**src/rtl/dlt_pkg.sv**
```systemverilog
`timescale 1ns / 1ps

package dlt_pkg;

	localparam int unsigned OFS_W = 16;

	localparam logic [31:0] MAX_LEN_DEFAULT = 32'd65535;
	localparam logic [7:0]  DELIM_RESET     = 8'd44;
	localparam logic [7:0]  QUOTE_CH        = 8'h22;
	localparam logic [7:0]  BACKSLASH_CH    = 8'h5C;
	localparam logic [7:0]  COMMA_CH        = 8'h2C;
	localparam logic [7:0]  SPACE_CH        = 8'h20;
	localparam logic [7:0]  TAB_CH          = 8'h09;
	localparam logic [7:0]  LF_CH           = 8'h0A;
	localparam logic [7:0]  CR_CH           = 8'h0D;

	typedef struct packed {
		logic [OFS_W-1:0] position;
		logic             in_item;
		logic             quoted;
		logic             escape_pending;
		logic [OFS_W-1:0] start_offset;
		logic [OFS_W-1:0] end_offset;
	} tok_state_t;

	typedef struct packed {
		logic             item_valid;
		logic [OFS_W-1:0] item_start;
		logic [OFS_W-1:0] item_length;
		logic             list_end;
		logic             open_quote;
	} tok_result_t;

	function automatic logic is_ws(input logic [7:0] c);
		is_ws = (c == SPACE_CH) || ((c >= TAB_CH) && (c <= CR_CH));
	endfunction

	function automatic logic is_skip(input logic [7:0] c, input logic [7:0] delim);
		is_skip = (c == SPACE_CH) || (c == TAB_CH) || (c == CR_CH) || (c == LF_CH) ||
			(c == COMMA_CH) || (c == delim);
	endfunction

endpackage

```
**src/rtl/dlt_step.sv**
```systemverilog
`timescale 1ns / 1ps

module dlt_step #(
	parameter logic [31:0] MAX_LEN = dlt_pkg::MAX_LEN_DEFAULT
) (
	input  logic [7:0]          ch,
	input  logic                final_char,
	input  logic [7:0]          delimiter,
	input  dlt_pkg::tok_state_t cur,
	output dlt_pkg::tok_state_t nxt,
	output logic                emit,
	output dlt_pkg::tok_result_t res
);

	localparam logic [dlt_pkg::OFS_W-1:0] LIMIT =
		(MAX_LEN < 32'd65535) ? MAX_LEN[dlt_pkg::OFS_W-1:0] : {dlt_pkg::OFS_W{1'b1}};

	logic                      start_now;
	logic                      ii;
	logic                      q;
	logic                      e;
	logic                      ended;
	logic                      content;
	logic [dlt_pkg::OFS_W-1:0] p1;
	logic [dlt_pkg::OFS_W-1:0] so;
	logic [dlt_pkg::OFS_W-1:0] eo;
	logic [dlt_pkg::OFS_W-1:0] s;
	logic [dlt_pkg::OFS_W-1:0] len;

	always_comb begin
		p1        = (cur.position < LIMIT) ? cur.position + 1'b1 : LIMIT;
		start_now = !cur.in_item && !dlt_pkg::is_skip(ch, delimiter);
		ii        = cur.in_item || start_now;
		q         = start_now ? 1'b0 : cur.quoted;
		e         = start_now ? 1'b0 : cur.escape_pending;
		so        = start_now ? cur.position : cur.start_offset;
		eo        = start_now ? cur.position : cur.end_offset;
		ended     = 1'b0;
		content   = 1'b1;
		if (ii) begin
			if (e) begin
				e = 1'b0;
			end else if (q) begin
				if (((ch == dlt_pkg::QUOTE_CH) || (ch == dlt_pkg::BACKSLASH_CH)) &&
					(ch == delimiter)) begin
					ended   = 1'b1;
					content = 1'b0;
				end else if (ch == dlt_pkg::QUOTE_CH) begin
					q = 1'b0;
				end else if (ch == dlt_pkg::BACKSLASH_CH) begin
					e = 1'b1;
				end
			end else begin
				if (ch == delimiter) begin
					ended   = 1'b1;
					content = 1'b0;
				end else if (ch == dlt_pkg::QUOTE_CH) begin
					q = 1'b1;
				end
			end
			if (content && !dlt_pkg::is_ws(ch)) begin
				eo = p1;
			end
		end
		s   = ii ? so : '0;
		len = (ii && (eo > so)) ? eo - so : '0;

		res.item_valid  = (len != '0);
		res.item_start  = s;
		res.item_length = len;
		res.list_end    = final_char;
		res.open_quote  = final_char & q;

		nxt.position       = p1;
		nxt.in_item        = ii;
		nxt.quoted         = q;
		nxt.escape_pending = e;
		nxt.start_offset   = so;
		nxt.end_offset     = eo;
		emit               = 1'b0;

		if (final_char) begin
			emit = 1'b1;
			nxt  = '0;
		end else if (ended) begin
			nxt.in_item        = 1'b0;
			nxt.quoted         = 1'b0;
			nxt.escape_pending = 1'b0;
			emit               = (len != '0);
		end
	end

endmodule

```
**src/rtl/dlt_out_reg.sv**
```systemverilog
`timescale 1ns / 1ps

module dlt_out_reg (
	input  logic                 clk,
	input  logic                 arst_n,
	input  logic                 load,
	input  dlt_pkg::tok_result_t res,
	input  logic                 out_ready,
	output logic                 out_valid,
	output dlt_pkg::tok_result_t res_q
);

	logic valid_q;

	always_ff @(posedge clk or negedge arst_n) begin
		if (!arst_n) begin
			valid_q <= 1'b0;
		end else if (load) begin
			valid_q <= 1'b1;
		end else if (out_ready) begin
			valid_q <= 1'b0;
		end
	end

	always_ff @(posedge clk) begin
		if (load) begin
			res_q <= res;
		end
	end

	assign out_valid = valid_q;

endmodule

```
**src/rtl/delimited_list_tokenizer_core.sv**
```systemverilog
`timescale 1ns / 1ps
// path: input register, then result register; out_valid rises only for a character that emits a result word
// throughput: one character per cycle while the result side keeps out_ready high
// the input register advances each cycle the result register is free, loading it only when a word is emitted
// reset: arst_n clears position, item and quote state, both valid flags, delimiter back to comma

module delimited_list_tokenizer_core #(
	parameter logic [31:0] MAX_LEN = dlt_pkg::MAX_LEN_DEFAULT
) (
	input  logic        clk,
	input  logic        arst_n,
	input  logic        cfg_valid,
	output logic        cfg_ready,
	input  logic [7:0]  cfg_data,
	input  logic        in_valid,
	output logic        in_ready,
	input  logic [7:0]  ch,
	input  logic        final_char,
	output logic        out_valid,
	input  logic        out_ready,
	output logic        item_valid,
	output logic [15:0] item_start,
	output logic [15:0] item_length,
	output logic        list_end,
	output logic        open_quote
);

	logic                 cfg_wr;
	logic [7:0]           delimiter_q;
	logic                 valid_s1;
	logic [7:0]           ch_s1;
	logic                 fin_s1;
	logic                 advance;
	logic                 emit;
	dlt_pkg::tok_state_t  state_q;
	dlt_pkg::tok_state_t  state_nxt;
	dlt_pkg::tok_result_t res;
	dlt_pkg::tok_result_t res_q;

	assign cfg_ready = 1'b1;
	assign cfg_wr    = cfg_valid & cfg_ready;

	always_ff @(posedge clk or negedge arst_n) begin
		if (!arst_n) begin
			delimiter_q <= dlt_pkg::DELIM_RESET;
		end else if (cfg_wr) begin
			delimiter_q <= cfg_data;
		end
	end

	// input word register
	assign advance  = valid_s1 && (!out_valid || out_ready);
	assign in_ready = !valid_s1 || advance;

	always_ff @(posedge clk or negedge arst_n) begin
		if (!arst_n) begin
			valid_s1 <= 1'b0;
		end else if (in_ready) begin
			valid_s1 <= in_valid;
		end
	end

	always_ff @(posedge clk) begin
		if (in_valid && in_ready) begin
			ch_s1  <= ch;
			fin_s1 <= final_char;
		end
	end

	dlt_step #(
		.MAX_LEN(MAX_LEN)
	) u_step (
		.ch        (ch_s1),
		.final_char(fin_s1),
		.delimiter (delimiter_q),
		.cur       (state_q),
		.nxt       (state_nxt),
		.emit      (emit),
		.res       (res)
	);

	always_ff @(posedge clk or negedge arst_n) begin
		if (!arst_n) begin
			state_q <= '0;
		end else if (advance) begin
			state_q <= state_nxt;
		end
	end

	dlt_out_reg u_out (
		.clk      (clk),
		.arst_n   (arst_n),
		.load     (advance && emit),
		.res      (res),
		.out_ready(out_ready),
		.out_valid(out_valid),
		.res_q    (res_q)
	);

	assign item_valid  = res_q.item_valid;
	assign item_start  = res_q.item_start;
	assign item_length = res_q.item_length;
	assign list_end    = res_q.list_end;
	assign open_quote  = res_q.open_quote;

	a_valid_len: assert property (@(posedge clk) disable iff (!arst_n)
		out_valid |-> (item_valid == (item_length != 16'd0)))
		else $error("item_valid disagrees with item_length");

	a_mid_list: assert property (@(posedge clk) disable iff (!arst_n)
		(out_valid && !list_end) |-> (item_valid && !open_quote))
		else $error("mid-list word without an item");

	a_final_clear: assert property (@(posedge clk) disable iff (!arst_n)
		(advance && fin_s1) |=> (state_q.position == 16'd0 && !state_q.in_item &&
			!state_q.quoted))
		else $error("state not cleared after final character");

	a_escape: assert property (@(posedge clk) disable iff (!arst_n)
		state_q.escape_pending |-> (state_q.quoted && state_q.in_item))
		else $error("escape pending outside a quoted item");

endmodule
```
**config.mk**
```make
export PLATFORM = sky130hd
export DESIGN_NAME = delimited_list_tokenizer_core
export DESIGN_NICKNAME = d
export VERILOG_FILES = /design/src/rtl/dlt_pkg.sv /design/src/rtl/dlt_step.sv /design/src/rtl/dlt_out_reg.sv /design/src/rtl/delimited_list_tokenizer_core.sv
export SDC_FILE = /design/constraint.sdc
export NUM_CORES = 1
export LEC_CHECK = 0
export BUFFER_PORTS_ARGS = -buffer_cell sky130_fd_sc_hd__buf_2
export CAP_MARGIN = 10
export CORE_MARGIN = 4
export CORE_UTILIZATION = 40
export CTS_CLUSTER_DIAMETER = 150
export DETAILED_ROUTE_END_ITERATION = 16
export SETUP_SLACK_MARGIN = 0.2
export SLEW_MARGIN = 20
export SYNTH_ARGS = -nofsm -noshare
export SYNTH_HDL_FRONTEND = slang
export SYNTH_HIERARCHICAL = 1
export SYNTH_SLANG_ARGS = --single-unit
```
**constraint.sdc**
```tcl
create_clock -name clk -period 6.84 [get_ports clk]
set_input_delay 1.026 -clock clk [delete_from_list [all_inputs] [get_ports clk]]
set_output_delay 1.026 -clock clk [all_outputs]
set_load 0.03 [all_outputs]
```
==> flow_summary_export.csv, run 1 <==
group,metric,value,unit
status,result_of_the_run,"completed",
route,totalWireLength,15400,um
synth,synth-edff-count,44,
cts,worst_setup_hold_path_clk_slew,70,ps
sta,finalWorstPathRequiredPeriod,6140,ps
cells_and_area,post_route_cells_drive_above_1_share,24.0,%
synth,syn_avg_cell_area,10.5,sq um
floorplanning,chipHeight,136,um
worst_hold_path,min_path_type,"flop to flop",
synth,synth.top_cells.by_area,"sky130_fd_sc_hd__dfrtp_1 (22%), sky130_fd_sc_hd__edfxtp_1 (20%), sky130_fd_sc_hd__mux2_2 (9.7%), sky130_fd_sc_hd__nor2_1 (4.1%), sky130_fd_sc_hd__mux2i_1 (3.8%)",
synth,proportion_of_register_bits_with_asynchronous_set_or_reset_after_synthesis,58.1,%
cells_and_area,nFillCells,1519,
placed_design,dpl-instance-area,0.00697,sq mm
floorplanning,placeableCoreArea,0.0159,sq mm
cells_and_area,number_of_cells_in_the_finished_layout_apart_from_fillers,890,
critical_path,timing.critical_path.arrival,6120,ps
synth,netlist_top_cells_count,"sky130_fd_sc_hd__nor2_1 (72), sky130_fd_sc_hd__dfrtp_1 (58), sky130_fd_sc_hd__mux2_2 (56), sky130_fd_sc_hd__edfxtp_1 (44), sky130_fd_sc_hd__a21oi_1 (34)",
cells_and_area,n_antenna_cell,0,
synth,synth.distinct_cells,75,
cts,clock_tree.htree_level_count,3,
grt,grt_pass1_vias,4938,
synth,yosysTopAreaCellShare,22.2,%
sta,worst_slew_pin_slew,972,ps
sta,hold_viol_final,0,
grt,antenna_found_initial,0,
critical_path,timing.critical_path.fanout_max,36,
synth,synthFlopType,"sky130_fd_sc_hd__dfrtp_1",
synth,synth_seq_area_share,43.7,%
sta,worst_clock_skew,11.1,ps
grt,global_route.usage.total,17.4,%
power_and_ir_drop,total_power,2.11,mW
power_and_ir_drop,pwr_density_cell,291,mW/mm^2
floorplanning,die_w,136,um
synth,synth_most_common_cell,"sky130_fd_sc_hd__nor2_1",
cts,cts-hold-fix-buffers,0,
cts,cts_sinks,105,
placed_design,gpl.final_weighted_congestion,0.912,
synth,synth_cells,621,
placed_design,dp_hpwl,11300,um
sta,timing_max_transition_violations_final,0,
power_and_ir_drop,leakage,3.11,nW
grt,first_pass_grt_wire_length,25400,um
critical_path,startpoint_type,"flop",
placed_design,place.detailed.instances,873,
critical_path,worst-path-buf-inv,1,
synth,yosys_register_bits,105,
grt,grt-busiest-layer,"met2",
grt,groute.layer.met1.usage,23.7,%
grt,grt.met2_usage,28.0,%
critical_path,cp.required,6820,ps
critical_path,end_kind,"flop",
cts,clock_tree_from_tritoncts,"yes",
sta,setup_tns,0,ps
synth,synth_top_area_cell,"sky130_fd_sc_hd__dfrtp_1",
synth,synth_fp_nets,661,
sta,setup_repair_after_global_routing_missed_its_margin,"no",
route,drt_drc_violations_left,0,
sta,achievable-frequency,0.163,GHz
sta,layout_worst_path_cycle_share,89.8,%
placed_design,place.port_buffers,58,
route,antenna_left,0,
floorplanning,fp.dieArea,0.0184,sq mm
route,viasPerCell,5.70,
cells_and_area,finish.net_count,709,
route,drt_pass1_iterations,5,
grt,grt_use_met3,2.49,%
route,via_count,5075,
sta,final-setup-viol-count,0,
floorplanning,initial_core_util,40.9,%
synth,yosysWarningCount,6,
route,detail_route.iter0.violations,401,
cts,cts_inserted_buffers,9,
sta,relSlewSlack,35.1,%
cells_and_area,flow.area_growth_from_synthesis,11.2,%
flow_run,drv_cap,0,
floorplanning,io_pins,60,
power_and_ir_drop,vdd_drop_max,0.117,mV
critical_path,worst_path_max_delay_cell,"sky130_fd_sc_hd__nor2_4",
cts,ctsRootBufferMaster,"sky130_fd_sc_hd__clkbuf_16",
critical_path,criticalPathCategory,"flop to flop",
floorplanning,rows,46,
cts,clock_insertion_delay_worst_skew,360,ps
critical_path,slowest_delay,730,ps
grt,overflow,0,
route,drt-wirelength-per-cell,17.3,um
critical_path,critPathTopFamily,"simple AND/OR/NAND/NOR gates",
cells_and_area,layout.cell_area.non_filler,0.00726,sq mm
grt,grt_max_degree,62,
synth,synthesis.area,0.00653,sq mm
cts,clock_tree_buf_depth,2,
critical_path,critical_path.cell_chain,"ha_1, and3_1, nand3_1, nor3_1, nand3_2, o211ai_4, o32ai_1, a21oi_1, ha_1, or2_1, and4b_1, o31ai_1, nor3_1, o31ai_1, a211oi_1, a21oi_1, inv_1, nor2_4",
-- path summary, 6_finish.rpt --
check / startpoint / end / slack (ps) / cells after the start
setup / recovery: state_q[35] / u_out/res_q[5] / 700 / 18
hold / removal: state_q[28] / state_q[28] / 500 / 1
setup reg to reg: state_q[35] / u_out/res_q[5] / 700 / 18
hold reg to reg: state_q[28] / state_q[28] / 500 / 1
max in group asynchronous: arst_n / state_q[36] / 5470 / 2
min in group asynchronous: arst_n / state_q[27] / 840 / 2
-- metal layers --
metal	vias up	share of wire, %
met2	183	46
met1	2444	46
li1	2422	-
met3	26	5.5
met4	0	2.3
met5	-	0
-- power breakdown --
group	internal [mW]	switching, mW	total, mW
clock network	0.284	0.227	0.512
logic	0.307	0.495	0.803
registers	0.758	0.0382	0.796
-- area by class of cell --
class / instances / area (sq um) / area share, %
multi-input combinational: 464 / 3420 / 47.1
sequential: 105 / 2850 / 39.3
clock inverter: 3 / 42.5 / 0.586
tap: 216 / 270 / 3.72
inverter: 23 / 86.3 / 1.19
timing repair buffer: 66 / 350 / 4.83
clock buffer: 13 / 240 / 3.31
-- cell families (layout without fill, tap and decap cells) --
| family | count (synthesis) | in the layout | share of synthesized area (%) |
|---|---|---|---|
| simple gates | 201 | 201 | 16.0 |
| compound gates | 134 | 134 | 15.0 |
| flops | 105 | 105 | 43.7 |
| mux | 85 | 85 | 14.2 |
| buf+inv | 52 | 105 | 4.05 |
| xor+xnor | 25 | 25 | 3.36 |
| fa+ha+maj | 18 | 18 | 3.57 |
| other cells | 1 | 1 | 0.0575 |
-- placed cells by master (no fill, tap or decap), types with 14 or more instances in the layout --
master,netlist,layout
sky130_fd_sc_hd__mux2i_1,25,25
sky130_fd_sc_hd__a21oi_1,34,34
sky130_fd_sc_hd__nor2_1,72,71
sky130_fd_sc_hd__buf_2,4,58
sky130_fd_sc_hd__dfrtp_1,58,58
sky130_fd_sc_hd__nand2_1,22,22
sky130_fd_sc_hd__ha_1,17,17
sky130_fd_sc_hd__edfxtp_1,44,44
sky130_fd_sc_hd__inv_1,23,23
sky130_fd_sc_hd__nor3_1,15,15
sky130_fd_sc_hd__xnor2_1,14,14
sky130_fd_sc_hd__o21ai_0,17,17
sky130_fd_sc_hd__mux2_2,56,56
-- through the flow --
stage / worst slack (ps) / utilization [%] / hold WS, ps
4_1_cts: 721 / 45.5 / 504
3_5_place_dp: 764 / 43.7 / 490
6_report: 700 / 45.5 / 498
2_1_floorplan: 756 / - / 464
3_3_place_gp: 975 / 43.7 / 481
5_1_grt: 221 / 45.5 / 520
-- flip-flops by register name, summed over array words and instances (netlist names) --
name and flops:
state_q 51, u_out/res_q 35, ch_s1 8, delimiter_q 8, fin_s1 1, u_out/out_valid 1, valid_s1 1
-- repair_timing --
action	CTS	global route
endpoints found under the hold margin	0	0
setup endpoints to repair	0	25
setup buffers	0	0
gates resized for setup	0	0
Power figures use the tool's default switching activity.
==> inputs of run 2 (changes only) <==
Settings changed: ABC_AREA set to 1.
==> flow_summary_export.csv, run 2 <==
group,metric,value,unit
status,result_of_the_run,"completed",
cts,clock_tree_from_tritoncts,"yes",
cts,clock_insertion_delay_worst_skew,360,ps
cells_and_area,number_of_cells_in_the_finished_layout_apart_from_fillers,1225,
route,via_count,6131,
grt,antenna_found_initial,0,
sta,setup_repair_after_global_routing_missed_its_margin,"no",
sta,worst_clock_skew,10.5,ps
synth,yosysTopAreaCellShare,21.1,%
synth,synth.distinct_cells,40,
sta,worst_slew_pin_slew,989,ps
cells_and_area,largestRegisters,"state_q: 51 flops, u_out/res_q: 35 flops",
power_and_ir_drop,total_power,2.15,mW
critical_path,timing.critical_path.fanout_max,36,
sta,finalWorstPathRequiredPeriod,5470,ps
sta,hold_viol_final,0,
synth,yosys_register_bits,105,
cts,clock_tree.htree_level_count,3,
sta,achievable-frequency,0.183,GHz
cells_and_area,registers.top_by_ff_count,"state_q",
synth,proportion_of_register_bits_with_asynchronous_set_or_reset_after_synthesis,58.1,%
placed_design,place_ws,1470,ps
worst_hold_path,depth_of_the_worst_hold_timing_path,2,
route,antenna_left,0,
grt,grt_max_degree,62,
grt,overflow,0,
sta,relSlewSlack,33.9,%
power_and_ir_drop,pwr_density_cell,287,mW/mm^2
synth,netlist_top_cells_count,"sky130_fd_sc_hd__nand2_1 (311), sky130_fd_sc_hd__inv_1 (136), sky130_fd_sc_hd__nor2_1 (121), sky130_fd_sc_hd__nand3_1 (75), sky130_fd_sc_hd__dfrtp_1 (58)",
flow_run,drv_cap,0,
cells_and_area,finish.net_count,1040,
synth,synthFlopType,"sky130_fd_sc_hd__dfrtp_1",
grt,grt_pass1_vias,5690,
route,viasPerCell,5.00,
placed_design,dp_hpwl,12100,um
floorplanning,rows,47,
synth,synth_top_area_cell,"sky130_fd_sc_hd__dfrtp_1",
synth,synth_fp_nets,1009,
grt,first_pass_grt_wire_length,28800,um
floorplanning,chipHeight,139,um
cells_and_area,flow.area_growth_from_synthesis,8.84,%
cells_and_area,n_antenna_cell,0,
cts,ctsRootBufferMaster,"sky130_fd_sc_hd__clkbuf_16",
power_and_ir_drop,combPwrFrac,38.4,%
power_and_ir_drop,p_switching,845,uW
cells_and_area,nFillCells,1708,
synth,syn_avg_cell_area,7.10,sq um
cts,cts_inserted_buffers,9,
route,drt_drc_violations_left,0,
cells_and_area,largest_register_ff_count,51,
floorplanning,placeableCoreArea,0.0167,sq mm
floorplanning,die_w,139,um
power_and_ir_drop,leakage,4.02,nW
cts,clock_tree_buf_depth,2,
power_and_ir_drop,p_sw_share,39.3,%
floorplanning,initial_core_util,41.2,%
synth,synth_most_common_cell,"sky130_fd_sc_hd__nand2_1",
placed_design,gpl.final_weighted_congestion,0.899,
power_and_ir_drop,vdd_drop_max,0.138,mV
cts,cts-hold-fix-buffers,0,
sta,post-route-worst-setup-slack,1370,ps
critical_path,criticalPathCategory,"flop to flop",
cells_and_area,post_route_cells_drive_above_1_share,10.6,%
critical_path,cp.required,6820,ps
worst_hold_path,min_path_type,"flop to flop",
synth,yosysWarningCount,6,
synth,synth.top_cells.by_area,"sky130_fd_sc_hd__dfrtp_1 (21%), sky130_fd_sc_hd__edfxtp_1 (19%), sky130_fd_sc_hd__nand2_1 (17%), sky130_fd_sc_hd__inv_1 (7.4%), sky130_fd_sc_hd__nor2_1 (6.6%)",
critical_path,end_kind,"flop",
synth,synth_cells,969,
synth,synthesis.area,0.00688,sq mm
sta,final-setup-viol-count,0,
sta,setup_tns,0,ps
cts,post_cts_resize_count,0,
floorplanning,fp.dieArea,0.0194,sq mm
route,drt-wirelength-per-cell,14.3,um
synth,synth-edff-count,44,
route,detail_route.iter0.violations,676,
placed_design,place.detailed.instances,1209,
placed_design,place.port_buffers,58,
cts,cts_sinks,105,
cells_and_area,layout.cells.most_common,"sky130_fd_sc_hd__nand2_1",
power_and_ir_drop,power.sequential.fraction,36.4,%
cells_and_area,leading_cell_types_in_the_layout_fill_and_taps_excluded,"sky130_fd_sc_hd__nand2_1 (311), sky130_fd_sc_hd__inv_1 (136), sky130_fd_sc_hd__nor2_1 (120)",
placed_design,dpl-instance-area,0.00719,sq mm
sta,layout_worst_path_cycle_share,80.0,%
power_and_ir_drop,power.clock.fraction,25.2,%
grt,global_route.usage.total,18.1,%
critical_path,timing.critical_path.arrival,5450,ps
power_and_ir_drop,internal_power,1.30,mW
route,drt_pass1_iterations,5,
critical_path,startpoint_type,"flop",
cts,worst_setup_hold_path_clk_slew,70,ps
critical_path,cell_depth_of_the_worst_flop_to_flop_path,27,
cts,post_cts_setup_buffer_count,0,
synth,synth_seq_area_share,41.5,%
cells_and_area,layout.cell_area.non_filler,0.00749,sq mm
floorplanning,io_pins,60,
sta,timing_max_transition_violations_final,0,
route,totalWireLength,17500,um
-- run 2: changes by cell type after synthesis, moves of 18 or more --
cell,before,now
sky130_fd_sc_hd__a21oi_1,34,16
sky130_fd_sc_hd__inv_1,23,136
sky130_fd_sc_hd__mux2_2,56,0
sky130_fd_sc_hd__mux2i_1,25,0
sky130_fd_sc_hd__nand2_1,22,311
sky130_fd_sc_hd__nand3_1,13,75
sky130_fd_sc_hd__nor2_1,72,121
sky130_fd_sc_hd__o21ai_0,17,46
-- run 2: cells by family after synthesis --
| kind of cell | count (synthesis) | synth area share (%) |
|---|---|---|
| AND/OR/NAND/NOR | 559 | 34.1 |
| XOR/XNOR | 17 | 2.27 |
| flip-flops | 105 | 41.5 |
| other | 1 | 0.0545 |
| AO/OA/AOI/OAI | 84 | 6.68 |
| buffers and inverters | 185 | 12.1 |
| adder cells (fa/ha/maj) | 18 | 3.38 |
-- run 2: final timing paths --
| kind | slack (ps) | to | startpoint |
|---|---|---|---|
| setup / recovery | 1370 | u_out/res_q[23] | state_q[36] |
| hold / removal | 470 | state_q[6] | state_q[6] |
| setup reg to reg | 1370 | u_out/res_q[23] | state_q[36] |
| hold reg to reg | 470 | state_q[6] | state_q[6] |
| max in group asynchronous | 5440 | state_q[7] | arst_n |
| min in group asynchronous | 860 | state_q[45] | arst_n |
-- run 2: worst max-delay path, cell delays in order (launching register included) --
cell                      delay (ps)
sky130_fd_sc_hd__dfrtp_1         430
sky130_fd_sc_hd__ha_1            210
sky130_fd_sc_hd__nand2_1         100
sky130_fd_sc_hd__nor2_1          190
sky130_fd_sc_hd__nand3_1         170
sky130_fd_sc_hd__nor2_1          200
sky130_fd_sc_hd__nand4_1         130
sky130_fd_sc_hd__inv_1           480
sky130_fd_sc_hd__nor2_1          150
sky130_fd_sc_hd__nand4_1         140
sky130_fd_sc_hd__nand2_1         120
sky130_fd_sc_hd__ha_1            240
sky130_fd_sc_hd__fa_1            430
sky130_fd_sc_hd__nor2_1          160
sky130_fd_sc_hd__o21ai_1          70
sky130_fd_sc_hd__nand2_1         100
sky130_fd_sc_hd__nand2_1          60
sky130_fd_sc_hd__nand2_1          50
sky130_fd_sc_hd__nand2_1          70
sky130_fd_sc_hd__a21oi_2         280
sky130_fd_sc_hd__o21ai_0         160
sky130_fd_sc_hd__nand2_1          80
sky130_fd_sc_hd__nor2_1           50
sky130_fd_sc_hd__nand2_1          70
sky130_fd_sc_hd__nand2_1          50
sky130_fd_sc_hd__nand2_1          60
sky130_fd_sc_hd__inv_1            70
sky130_fd_sc_hd__nor2_4          770
-- run 2: final cells by class --
cell class | count | area (sq um) | share of cell area (%)
tap | 220 | 275 | 3.68
inverter | 144 | 543 | 7.25
sequential | 105 | 2850 | 38.1
multi-input combinational | 679 | 3200 | 42.8
clock buffer | 14 | 265 | 3.54
timing repair buffer | 61 | 313 | 4.18
clock inverter | 2 | 36.3 | 0.485
-- run 2: layer usage --
metal | global-route usage (%) | part of all wire, % | wire length, um | up-vias
li1 | - | - | - | 3105
met2 | 28.2 | 45 | 7880 | 160
met4 | 5.56 | 1.2 | 217 | 0
met3 | 2.31 | 4.7 | 830 | 16
met5 | 0 | 0 | 0 | -
met1 | 26.3 | 49 | 8550 | 2850
-- run 2: power by group through the flow --
stage	Sequential, mW	Clock, mW	Combinational [mW]
after global routing	0.791	0.576	0.922
after CTS	0.783	0.557	0.820
final	0.782	0.541	0.824
after floorplan	0.849	0	0.579
after detailed placement	0.795	0	0.814
after global placement	0.793	0	0.817
-- run 2: metrics by stage --
step / hold slack (ps) / utilization [%]
final: 466 / 44.8
after global routing: 482 / 44.8
after CTS: 471 / 44.8
after detailed placement: 456 / 43.0
after global placement: 451 / 43.0
after floorplan: 437 / -
==> inputs of run 3 (changes only) <==
Clock period 6.84 ns to 5.33 ns, I/O delays scaled along.
==> flow_summary_export.csv, run 3 (synthesized netlist as in run 2, its figures left out) <==
group,metric,value,unit
status,result_of_the_run,"completed",
cells_and_area,largestRegisters,"state_q: 51 flops, u_out/res_q: 35 flops",
cts,cts_sinks,105,
critical_path,critPathMostFrequentCell,"sky130_fd_sc_hd__nand2_1",
route,topRoutingLayerUsed,"met4",
grt,first_pass_grt_wire_length,28800,um
floorplanning,io_pins,60,
floorplanning,chipHeight,139,um
cts,clock_tree_from_tritoncts,"yes",
route,wirelength_met1,8850,um
cells_and_area,layout.cell_area.non_filler,0.00761,sq mm
floorplanning,die_w,139,um
floorplanning,rows,47,
placed_design,dpl-instance-area,0.00722,sq mm
cells_and_area,post_route_cells_drive_above_1_share,11.8,%
placed_design,place.port_buffers,58,
floorplanning,initial_core_util,41.2,%
critical_path,criticalPathCategory,"flop to flop",
cts,ctsRootBufferMaster,"sky130_fd_sc_hd__clkbuf_16",
route,met2RoutedLength,7490,um
flow_run,drv_cap,0,
sta,worst_slew_pin_slew,848,ps
grt,overflow,0,
power_and_ir_drop,pwr_density_cell,366,mW/mm^2
sta,timing_max_transition_violations_final,0,
route,viasPerCell,4.95,
critical_path,timing.critical_path.arrival,4800,ps
sta,finalWorstPathRequiredPeriod,4730,ps
cts,cts-hold-fix-buffers,0,
cts,clock_insertion_delay_worst_skew,370,ps
route,detailroute.wirelength.met3,701,um
sta,worst_clock_skew,11.5,ps
floorplanning,placeableCoreArea,0.0167,sq mm
sta,setup_tns,0,ps
cts,clock_tree.htree_level_count,3,
cells_and_area,finish.net_count,1048,
route,drt-wirelength-per-cell,14.1,um
critical_path,startpoint_type,"flop",
placed_design,gpl.final_weighted_congestion,0.919,
placed_design,dp_hpwl,12300,um
route,totalWireLength,17300,um
worst_hold_path,min_path_type,"flop to flop",
cells_and_area,n_antenna_cell,0,
sta,relSlewSlack,43.4,%
route,drt_drc_violations_left,0,
grt,antenna_found_initial,0,
route,detail_route.iter0.violations,562,
sta,hold_viol_final,0,
cts,worst_setup_hold_path_clk_slew,70,ps
critical_path,cp.required,5390,ps
critical_path,cell_depth_of_the_worst_flop_to_flop_path,29,
cells_and_area,layout.cells.most_common,"sky130_fd_sc_hd__nand2_1",
cells_and_area,flow.area_growth_from_synthesis,10.6,%
cells_and_area,leading_cell_types_in_the_layout_fill_and_taps_excluded,"sky130_fd_sc_hd__nand2_1 (310), sky130_fd_sc_hd__inv_1 (135), sky130_fd_sc_hd__nor2_1 (120)",
critical_path,worst_path_max_delay_cell,"sky130_fd_sc_hd__dfrtp_1",
power_and_ir_drop,leakage,4.05,nW
cells_and_area,registers.top_by_ff_count,"state_q",
critical_path,slowest_delay,410,ps
route,drt_pass1_iterations,6,
power_and_ir_drop,vdd_drop_max,0.164,mV
cts,cts_inserted_buffers,9,
grt,grt_pass1_vias,5647,
grt,grt_max_degree,62,
sta,final-setup-viol-count,0,
critical_path,end_kind,"flop",
floorplanning,fp.dieArea,0.0194,sq mm
worst_hold_path,depth_of_the_worst_hold_timing_path,2,
grt,global_route.usage.total,18.1,%
route,via_count,6101,
cts,clock_tree_buf_depth,2,
route,antenna_left,0,
sta,setup_repair_after_global_routing_missed_its_margin,"no",
sta,layout_worst_path_cycle_share,88.8,%
critical_path,timing.critical_path.fanout_max,34,
sta,achievable-frequency,0.211,GHz
cells_and_area,largest_register_ff_count,51,
## run 3: report_power, final
| part | internal, mW | switching, mW | leakage (nW) |
|---|---|---|---|
| combinational | 0.327 | 0.737 | 2.67 |
| sequential | 0.961 | 0.0424 | 1.24 |
| clock | 0.411 | 0.309 | 0.146 |
| total | 1.70 | 1.09 | 4.05 |
## run 3: critical path, delay by kind of cell, from the launching register on
family,cells,cell delay (ps)
and+or+nand+nor,19,2040
DFF,1,410
adders and majority gates,2,570
buffers and inverters,4,640
AOI/OAI and AO/OA,4,760
## run 3: per-layer routing
metal / track usage (%) / vias up
li1: - / 3117
met1: 27.2 / 2833
met3: 2.93 / 18
met2: 26.9 / 133
met5: 0 / -
met4: 5.30 / 0
## run 3: path summary, 6_finish.rpt
kind,start,endpoint,slack [ps]
setup / recovery,state_q[35],u_out/res_q[23],600
min in group asynchronous,arst_n,valid_s1,620
max in group asynchronous,arst_n,valid_s1,4140
setup reg to reg,state_q[35],u_out/res_q[23],600
hold / removal,state_q[2],state_q[2],480
hold reg to reg,state_q[2],state_q[2],480
## run 3: layout make-up
type,instances,area (sq um)
fillers,1741,9090
well taps,220,275
repair inverters,1,7.51
repair buffers,68,390
clock buffers,11,233
flip-flops and latches,105,2850
inverters,144,547
clock inverters,5,80.1
multi-input cells,679,3220
## run 3: through the flow
step                      cells  util (%)  power [mW]  hold slack (ps)  setup WS, ps
after global routing       1233      45.5        2.98              497           175
after floorplan             969         -        1.83              437           714
after global placement     1213      43.2        2.06              451           532
final                      1233      45.5        2.79              476           597
after detailed placement   1213      43.2        2.06              456           419
after CTS                  1229      45.1        2.79              471           382
## run 3: repair_timing
item	CTS	global route
resized for setup	0	8
setup endpoints to repair	0	34
endpoints found under the hold margin	0	0
buffers inserted	0	3
